<file path="config.mk">
export PLATFORM = sky130hd
export DESIGN_NAME = pm_sensor_frame_decoder
export DESIGN_NICKNAME = d
export VERILOG_FILES = /design/src/rtl/pmsfd_pkg.sv /design/src/rtl/pm_sensor_frame_decoder.sv
export SDC_FILE = /design/constraint.sdc
export NUM_CORES = 1
export LEC_CHECK = 0
export BUFFER_PORTS_ARGS = -buffer_cell sky130_fd_sc_hd__buf_2
export CELL_PAD_IN_SITES_DETAIL_PLACEMENT = 0
export CELL_PAD_IN_SITES_GLOBAL_PLACEMENT = 1
export CORE_AREA = 8 8 263 265
export CTS_CLUSTER_DIAMETER = 150
export DETAILED_ROUTE_END_ITERATION = 8
export DIE_AREA = 0 0 271 273
export GPL_TIMING_DRIVEN = 0
export PLACE_DENSITY_LB_ADDON = 0.1
export REMOVE_ABC_BUFFERS = 1
export SETUP_SLACK_MARGIN = 0.3
export SLEW_MARGIN = 20
export SYNTH_ARGS = -nofsm -noshare
export SYNTH_HDL_FRONTEND = slang
export SYNTH_SLANG_ARGS = --single-unit
</file>
<file path="constraint.sdc">
create_clock -name clk -period 8.53 [get_ports clk]
set_input_delay 0.853 -clock clk [delete_from_list [all_inputs] [get_ports clk]]
set_output_delay 0.853 -clock clk [all_outputs]
set_load 0.02 [all_outputs]
</file>
<file path="src/rtl/pmsfd_pkg.sv">
// Constants shared by the particle sensor response frame decoder.
package pmsfd_pkg;

	localparam int unsigned POS_W          = 6;
	localparam int unsigned SUM_W          = 8;
	localparam int unsigned BYTE_W         = 8;
	localparam int unsigned VALUE_W        = 32;
	localparam int unsigned INDEX_W        = 4;
	localparam int unsigned DATA_BYTES     = 52;
	localparam int unsigned FIRST_DATA_POS = 3;
	localparam int unsigned CHECKSUM_POS   = FIRST_DATA_POS + DATA_BYTES;

	typedef logic [BYTE_W-1:0]  byte_t;
	typedef logic [POS_W-1:0]   pos_t;
	typedef logic [SUM_W-1:0]   sum_t;
	typedef logic [VALUE_W-1:0] value_t;
	typedef logic [INDEX_W-1:0] index_t;

endpackage

</file>
<file path="src/rtl/pm_sensor_frame_decoder.sv">
// Particle sensor response frame decoder: byte parser, checksum and reading store.
//
//   channel   valid       stall       payload
//   input     in_valid    in_stall    rx_byte, frame_start
//   output    out_valid   out_stall   reading_index, reading_value, frame_ok, last_result
//
// A header, length, command or summed-only byte is taken in S_IDLE; a data byte also passes
// through S_WRITE, as its reading is read from the store and written back shifted by one byte.
// A passing checksum emits READING_COUNT results via S_EMIT_RD, S_EMIT_LOAD and S_EMIT_OUT,
// held by out_stall; a failing checksum emits one result. The input is stalled throughout.
// Reset clears position, sum and control; the reading store holds no reset value.
module pm_sensor_frame_decoder #(
	parameter int unsigned READING_COUNT = 12
) (
	input  logic             clk,
	input  logic             arst_n,
	input  pmsfd_pkg::byte_t rx_byte,
	input  logic             frame_start,
	input  logic             in_valid,
	output logic             in_stall,
	output pmsfd_pkg::index_t reading_index,
	output pmsfd_pkg::value_t reading_value,
	output logic             frame_ok,
	output logic             last_result,
	output logic             out_valid,
	input  logic             out_stall
);
	import pmsfd_pkg::*;

	localparam int unsigned IDX_W = (READING_COUNT > 1) ? $clog2(READING_COUNT) : 1;
	localparam pos_t CHK_POS   = POS_W'(CHECKSUM_POS);
	localparam pos_t FIRST_POS = POS_W'(FIRST_DATA_POS);
	localparam logic [IDX_W-1:0] LAST_IDX = IDX_W'(READING_COUNT - 1);

	typedef enum logic [2:0] {
		S_IDLE,
		S_WRITE,
		S_EMIT_RD,
		S_EMIT_LOAD,
		S_EMIT_OUT
	} state_t;

	state_t           state_q;
	pos_t             pos_q;
	sum_t             sum_q;
	logic [IDX_W-1:0] wr_k_q;
	logic [IDX_W-1:0] emit_k_q;
	byte_t            byte_q;
	value_t           rd_q;
	value_t           mem [READING_COUNT];

	logic             in_acc;
	pos_t             data_off;
	logic [3:0]       data_k;
	logic             data_hit;
	logic [IDX_W-1:0] rd_addr;
	sum_t             sum_next;

	assign in_stall = (state_q != S_IDLE);
	assign in_acc   = in_valid && !in_stall;
	assign data_off = pos_q - FIRST_POS;
	assign data_k   = data_off[5:2];
	assign data_hit = (pos_q >= FIRST_POS) && (pos_q < CHK_POS)
		&& (32'(data_k) < READING_COUNT);
	assign sum_next = sum_q + rx_byte;

	always_comb begin
		rd_addr = '0;
		if (state_q == S_IDLE) begin
			if (data_hit) begin
				rd_addr = data_k[IDX_W-1:0];
			end
		end else begin
			rd_addr = emit_k_q;
		end
	end

	always_ff @(posedge clk) begin
		rd_q <= mem[rd_addr];
		if (state_q == S_WRITE) begin
			mem[wr_k_q] <= {rd_q[VALUE_W-BYTE_W-1:0], byte_q};
		end
	end

	always_ff @(posedge clk or negedge arst_n) begin
		if (!arst_n) begin
			state_q       <= S_IDLE;
			pos_q         <= '0;
			sum_q         <= '0;
			wr_k_q        <= '0;
			emit_k_q      <= '0;
			byte_q        <= '0;
			out_valid     <= 1'b0;
			reading_index <= '0;
			reading_value <= '0;
			frame_ok      <= 1'b0;
			last_result   <= 1'b0;
		end else begin
			case (state_q)
				S_IDLE: begin
					if (in_acc) begin
						if (frame_start || pos_q == '0) begin
							pos_q <= POS_W'(1);
							sum_q <= rx_byte;
						end else if (pos_q < CHK_POS) begin
							pos_q <= pos_q + POS_W'(1);
							sum_q <= sum_next;
							if (data_hit) begin
								wr_k_q  <= data_k[IDX_W-1:0];
								byte_q  <= rx_byte;
								state_q <= S_WRITE;
							end
						end else begin
							pos_q    <= '0;
							sum_q    <= '0;
							emit_k_q <= '0;
							if (sum_next == '0) begin
								state_q <= S_EMIT_RD;
							end else begin
								out_valid     <= 1'b1;
								reading_index <= '0;
								reading_value <= '0;
								frame_ok      <= 1'b0;
								last_result   <= 1'b1;
								state_q       <= S_EMIT_OUT;
							end
						end
					end
				end
				S_WRITE: begin
					state_q <= S_IDLE;
				end
				S_EMIT_RD: begin
					state_q <= S_EMIT_LOAD;
				end
				S_EMIT_LOAD: begin
					out_valid     <= 1'b1;
					reading_index <= INDEX_W'(emit_k_q);
					reading_value <= rd_q;
					frame_ok      <= 1'b1;
					last_result   <= (emit_k_q == LAST_IDX);
					state_q       <= S_EMIT_OUT;
				end
				S_EMIT_OUT: begin
					if (!out_stall) begin
						out_valid <= 1'b0;
						if (last_result) begin
							state_q <= S_IDLE;
						end else begin
							emit_k_q <= emit_k_q + IDX_W'(1);
							state_q  <= S_EMIT_RD;
						end
					end
				end
				default: begin
					state_q <= S_IDLE;
				end
			endcase
		end
	end

endmodule
</file>
# Yosys cells after proc, flatten, opt, wreduce, memory -nomap -nowiden
# Memory sizes are Yosys's and may differ from the RTL's. A register that Yosys moved wholly into a read port is not among the register bits.
# Cells that the tools add are included.
# W data, S select, Z words.
[op_classes] n_reduce_logical=18 shift=0 eq_ne=12 bitwise=1 addsub=4 magnitude_cmp=3 mul=0 div_mod_pow=0 mux=44
[ops] op="$mux W32" count=4
[ops] op="$pmux W32 S2" count=1
[ops] op="$mux W4" count=11
[ops] op="$mux W3" count=6
[ops] op="$mux W8" count=2
[ops] op="$pmux W4 S2" count=2
[ops] op="$mux W6" count=2
[ops] op="$ne A2 B2 Y1 const B" count=6
[ops] op="$pmux W3 S4" count=1
[ops] op="$reduce_and A6 Y1" count=2
[ops] op="$mux W1" count=11
[ops] op="$reduce_and A5 Y1" count=2
[ops] op="$add A8 B8 Y8" count=1
[ops] op="$logic_not A8 Y1" count=1
[ops] op="$add A6 B1 Y6 const B" count=1
[ops] op="$eq A3 B2 Y1 const B" count=2
[ops] op="$ge A6 B2 Y1 const B" count=1
[ops] op="$logic_not A6 Y1" count=1
[ops] op="$lt A6 B6 Y1 const B" count=1
[ops] op="$reduce_bool A3 Y1" count=2
[ops] op="$sub A6 B2 Y6 const B" count=1
[ops] op="$add A4 B1 Y4 const B" count=1
[ops] op="$eq A4 B4 Y1 const B" count=1
[ops] op="$lt A4 B4 Y1 const B" count=1
[ops] op="other kinds (14)" count=18
[word_totals] memories=1 latchBits=0 ramBits=384 in_bits=13 rom_bits=0 wordCells=94 register_bits=72
[mem_list] memory="mem" words=12 word_bits=32 read_ports=1 rd_clocked_by_memory_dff=1 wr=1 line="pm_sensor_frame_decoder.sv:50" text="value_t mem [READING_COUNT];"

# Logic depth before layout (Yosys ltp)
[depth] ltp_word=8 ltp_mapped=12 depth_no_buf=9

# Worst setup path after synthesis
# OpenSTA, ideal clock, no wires.
[synth_path] path_kind="reg-to-reg" startpoint="reg state_q[0]" endpoint="mem mem[0][0] (netlist bit) (enable)" period_less_slack_ps=3944 path_slack_ps=4586 n_path_buf=1 stages_incl_launch_ff=6 setup_ps=461 arrival_time_ps=3483 path_cell_list="dfrtp_1 > clkbuf_1 > nor2b_1 > nand2b_1 > or3_1 > nor3_1"
[synth_between] elab_chain_len=3
[synth_rtl] element="start, declared" line="pm_sensor_frame_decoder.sv:43" text="state_t state_q;"
[synth_rtl] element="start signal, assigned" line="pm_sensor_frame_decoder.sv:87" text="state_q <= S_IDLE;"
[synth_rtl] element="start signal, assigned" line="pm_sensor_frame_decoder.sv:111" text="state_q <= S_WRITE;"
[synth_rtl] element="start signal, assigned" line="pm_sensor_frame_decoder.sv:118" text="state_q <= S_EMIT_RD;"
[synth_rtl] element="$eq A3 B1 Y1" line="pm_sensor_frame_decoder.sv:80" text="if (state_q == S_WRITE) begin"
[synth_rtl] element="$mux W1" line="pm_sensor_frame_decoder.sv:80"
[synth_rtl] element="$mux W1 (not written as such)" line="pm_sensor_frame_decoder.sv:81" text="mem[wr_k_q] <= {rd_q[VALUE_W-BYTE_W-1:0], byte_q};"
[synth_rtl] element="end, declared" line="pm_sensor_frame_decoder.sv:50"
# No other way between the ends.

# Worst setup path in the final report
[layout_path] startpoint="reg pos_q[0]" endpoint="reg rd_q[25] (read register of mem)"
[layout_between] elab_chain_len=5
[layout_rtl] element="start, declared" line="pm_sensor_frame_decoder.sv:44" text="pos_t pos_q;"
[layout_rtl] element="start signal, assigned" line="pm_sensor_frame_decoder.sv:106" text="pos_q <= pos_q + POS_W'(1);"
[layout_rtl] element="$sub A6 B2 Y6 (tied with other cells)" line="pm_sensor_frame_decoder.sv:61" text="assign data_off = pos_q - FIRST_POS;"
[layout_rtl] element="$lt A4 B4 Y1 / $logic_and A1 B1 Y1 (equally long branches)" line="pm_sensor_frame_decoder.sv:64, pm_sensor_frame_decoder.sv:63"
[layout_rtl] element="$logic_and A1 B1 Y1" line="pm_sensor_frame_decoder.sv:64" text="&& (32'(data_k) < READING_COUNT);"
[layout_rtl] element="$mux W4 *" line="pm_sensor_frame_decoder.sv:70" text="if (data_hit) begin"
[layout_rtl] element="$mux W4 *" line="pm_sensor_frame_decoder.sv:69" text="if (state_q == S_IDLE) begin"
[layout_rtl] element="end, declared" line="pm_sensor_frame_decoder.sv:49" text="value_t rd_q;"
# Every way passes the cells marked *; elsewhere a longest branch is shown, timed or not.
# A chain may end at the register's enable or synchronous reset.

==> flow_summary.ini <==
[grt]
grt_pass1_vias = 11320
grt_pass1_wl_mm = 76.02
grt_usage_pct = 13.47
grt_max_degree = 40
antenna_found_initial = 1
grt_overflow_total = 0

[cells_and_area]
multi_input_area_um2 = 4962
seqCellArea_um2 = 13970
diodes = 0
nets = 1408
synthToLayoutAreaGrowth_pct = 21.18
drive_above_1_share_pct = 16.64
nFillCells = 6185
final_util_pct = 35.91

[synthesis]
synth_top_area_share_pct = 59.83
ys_top_cells_by_count = edfxtp_1 (384), nand2_1 (100), a211oi_1 (97)
synthMuxAreaShare_pct = 4.032
synth_most_common_cell = edfxtp_1
synth_compound_area_share_pct = 12.60
synth_ff_type = edfxtp_1
synth-seq-cells = 488
synth_edf_count = 384
synthArstFlopShare_pct = 14.75
synth.largest_area_cell = edfxtp_1
synthTopCellsByArea = edfxtp_1 (60%), dfrtp_1 (9.3%), a211oi_1 (3.8%)
seq_area_frac_synth_pct = 72.51
synth-simple-area-share_pct = 7.284
synth.avg_cell_area_um2 = 14.95
ys_types = 59
synth_xor_area_share_pct = 0.3636
yosysWarnings = 0
synth_cells = 1289
synth_top_family_by_area = compound AO/OA/AOI/OAI gates
netlist_area_um2 = 19270
synthAdderAreaFrac_pct = 0.7531

[worst_setup_path]
ff2ff_setup_slack_ps = 4830
worst_setup_path_end_kind = flop
max_stage_delay_ps = 710
path_class = reg2reg
cpMostUsedCell = buf_6
path_max_fanout = 17
crit_slowest_cell = o31ai_4
crit_chain = ha_1 -> o311a_1 -> o22a_2 -> o31ai_4 -> buf_8 -> buf_6 -> buf_6 -> buf_6 -> and2_1 -> a211oi_1 -> a311oi_1 -> a221o_1
cp.arrival_ps = 4250
critPathLaunchType = flop
critPathRequiredTime_ps = 9070

[routing]
routed_via_density = 4.834
vias = 11090
drtIter0Drc = 657
drt_wl_total_mm = 49.96
ant_nets = 0
post-route-drc-count = 0
wire_per_inst_um = 21.78
first_pass_iters = 5

[power]
p_per_area_nw_per_um2 = 351.0
leakage_nw = 8.481
total_power_mw = 8.196
ir_drop_mv = 0.1664

[place]
place_ws_ps = 4614
numPortBuffers = 52
place_congestion = 0.7138
dp_hpwl_mm = 31.87

[sta]
layout_setup_ws_ps = 4825
max_freq_mhz = 269.9
finClkSkew_ps = 17.70
grt_setup_unrepaired = false
setup_tns_ps = 0
finalSetupViolations = 0
fin_crit_ps = 3705
final-hold-violation-count = 0
slew_headroom_pct = 47.36
finalCritPeriodShare_pct = 43.43
tightest_slew_ps = 789.7
drv_slew = 0

[clock_tree]
clk_pin_slew_ps = 60
clockBufferDepth = 3
cts_hold_buf = 0
root_buffer = clkbuf_16
cts-htree-levels = 2
numClockSinks = 488
post_cts_buffers = 0
cts_resized = 0
worstSkewPairLatency_ps = 610
cts_buffers = 56
cts_tree = yes

[floorplanning]
design.die.area_um2 = 73980
core.rowCount = 94
die_x_um = 271
coreArea_um2 = 65040
ios = 53
start_util_pct = 29.63
die_y_um = 273

[run]
drv_cap = 0

[status]
outcome = complete, no violations

[worst_hold_path]
min_path_type = in2async
==> power breakdown <==
group          switching, mW  internal, mW
clock                  0.960          1.29
combinational           1.49          1.05
sequential             0.345          3.06
==> cell type report <==
class                   instances  share of cell area, %
flip-flops and latches        488                  59.83
multi-input cells             705                  21.25
clock buffers                  89                  6.917
repair buffers                123                  6.836
well taps                     864                  4.629
clock inverters                15                 0.3750
inverters                      10                 0.1607
==> flip-flops by register name, summed over array words and instances (netlist names), 3 cells and up <==
name / count
reading_index: 4
sum_q: 8
reading_value: 32
pos_q: 6
state_q: 3
rd_q: 32
byte_q: 8
emit_k_q: 4
mem: 384
wr_k_q: 4
==> placed cells by master (no fill, tap or decap), types with 11 or more instances in the layout <==
cell type,count
a221o_1,31
buf_4,15
and2_1,33
clkbuf_16,56
edfxtp_1,384
a21oi_1,75
nand2_1,100
buf_2,51
nor2b_1,64
buf_6,14
nand3_1,11
clkbuf_1,24
mux2i_1,62
a311oi_1,33
a22o_1,37
nor3_1,13
buf_16,32
o21ai_0,15
dfrtp_1,72
nor2_1,29
dfxtp_1,32
mux2_2,11
a211oi_1,96
==> through the flow <==
| stage | std cells | instance area (µm²) | hold slack (ps) |
|---|---|---|---|
| final | 2294 | 23350 | 165.3 |
| after global routing | 2294 | 23350 | 185.0 |
| after CTS | 2294 | 23350 | 149.9 |
| after detailed placement | 2190 | 21650 | 440.5 |
| after global placement | 2119 | 20180 | 438.5 |
| after floorplan | 1203 | 18840 | 433.2 |
==> per-layer routing <==
layer,share of wire (%),wire length [µm],GRT usage (%),up-vias
met5,0,0,0,-
met4,2.1,1068,3.846,0
met3,3.7,1844,2.290,79
met2,46,22900,21.54,178
met1,48,24150,18.73,5593
li1,-,-,-,5239
==> cells by family after synthesis <==
| group | Yosys count |
|---|---|
| AOI/OAI and AO/OA | 328 |
| xor gates and xnor gates | 8 |
| adders and majority gates | 11 |
| buffers and inverters | 96 |
| DFF | 488 |
| muxes | 75 |
| and+or+nand+nor | 283 |
==> final timing paths <==
check | start | end | cells after the start
min reg2reg | rd_q[31] | reading_value[31] | 1
max in group asynchronous | arst_n | byte_q[2] | 2
max reg2reg | pos_q[0] | rd_q[25] | 12
max | pos_q[0] | rd_q[25] | 12
min | arst_n | reading_value[7] | 1
min in group clk | rd_q[31] | reading_value[31] | 1
==> critical path, delay by kind of cell (launching register included) <==
kind                       cells  cell delay, ps
DFF                            1             450
adders and majority gates      1             360
buffers and inverters          4             820
AOI/OAI and AO/OA              6            1850
and+or+nand+nor                1             140
Note: power is estimated with default switching activity, not from simulation.
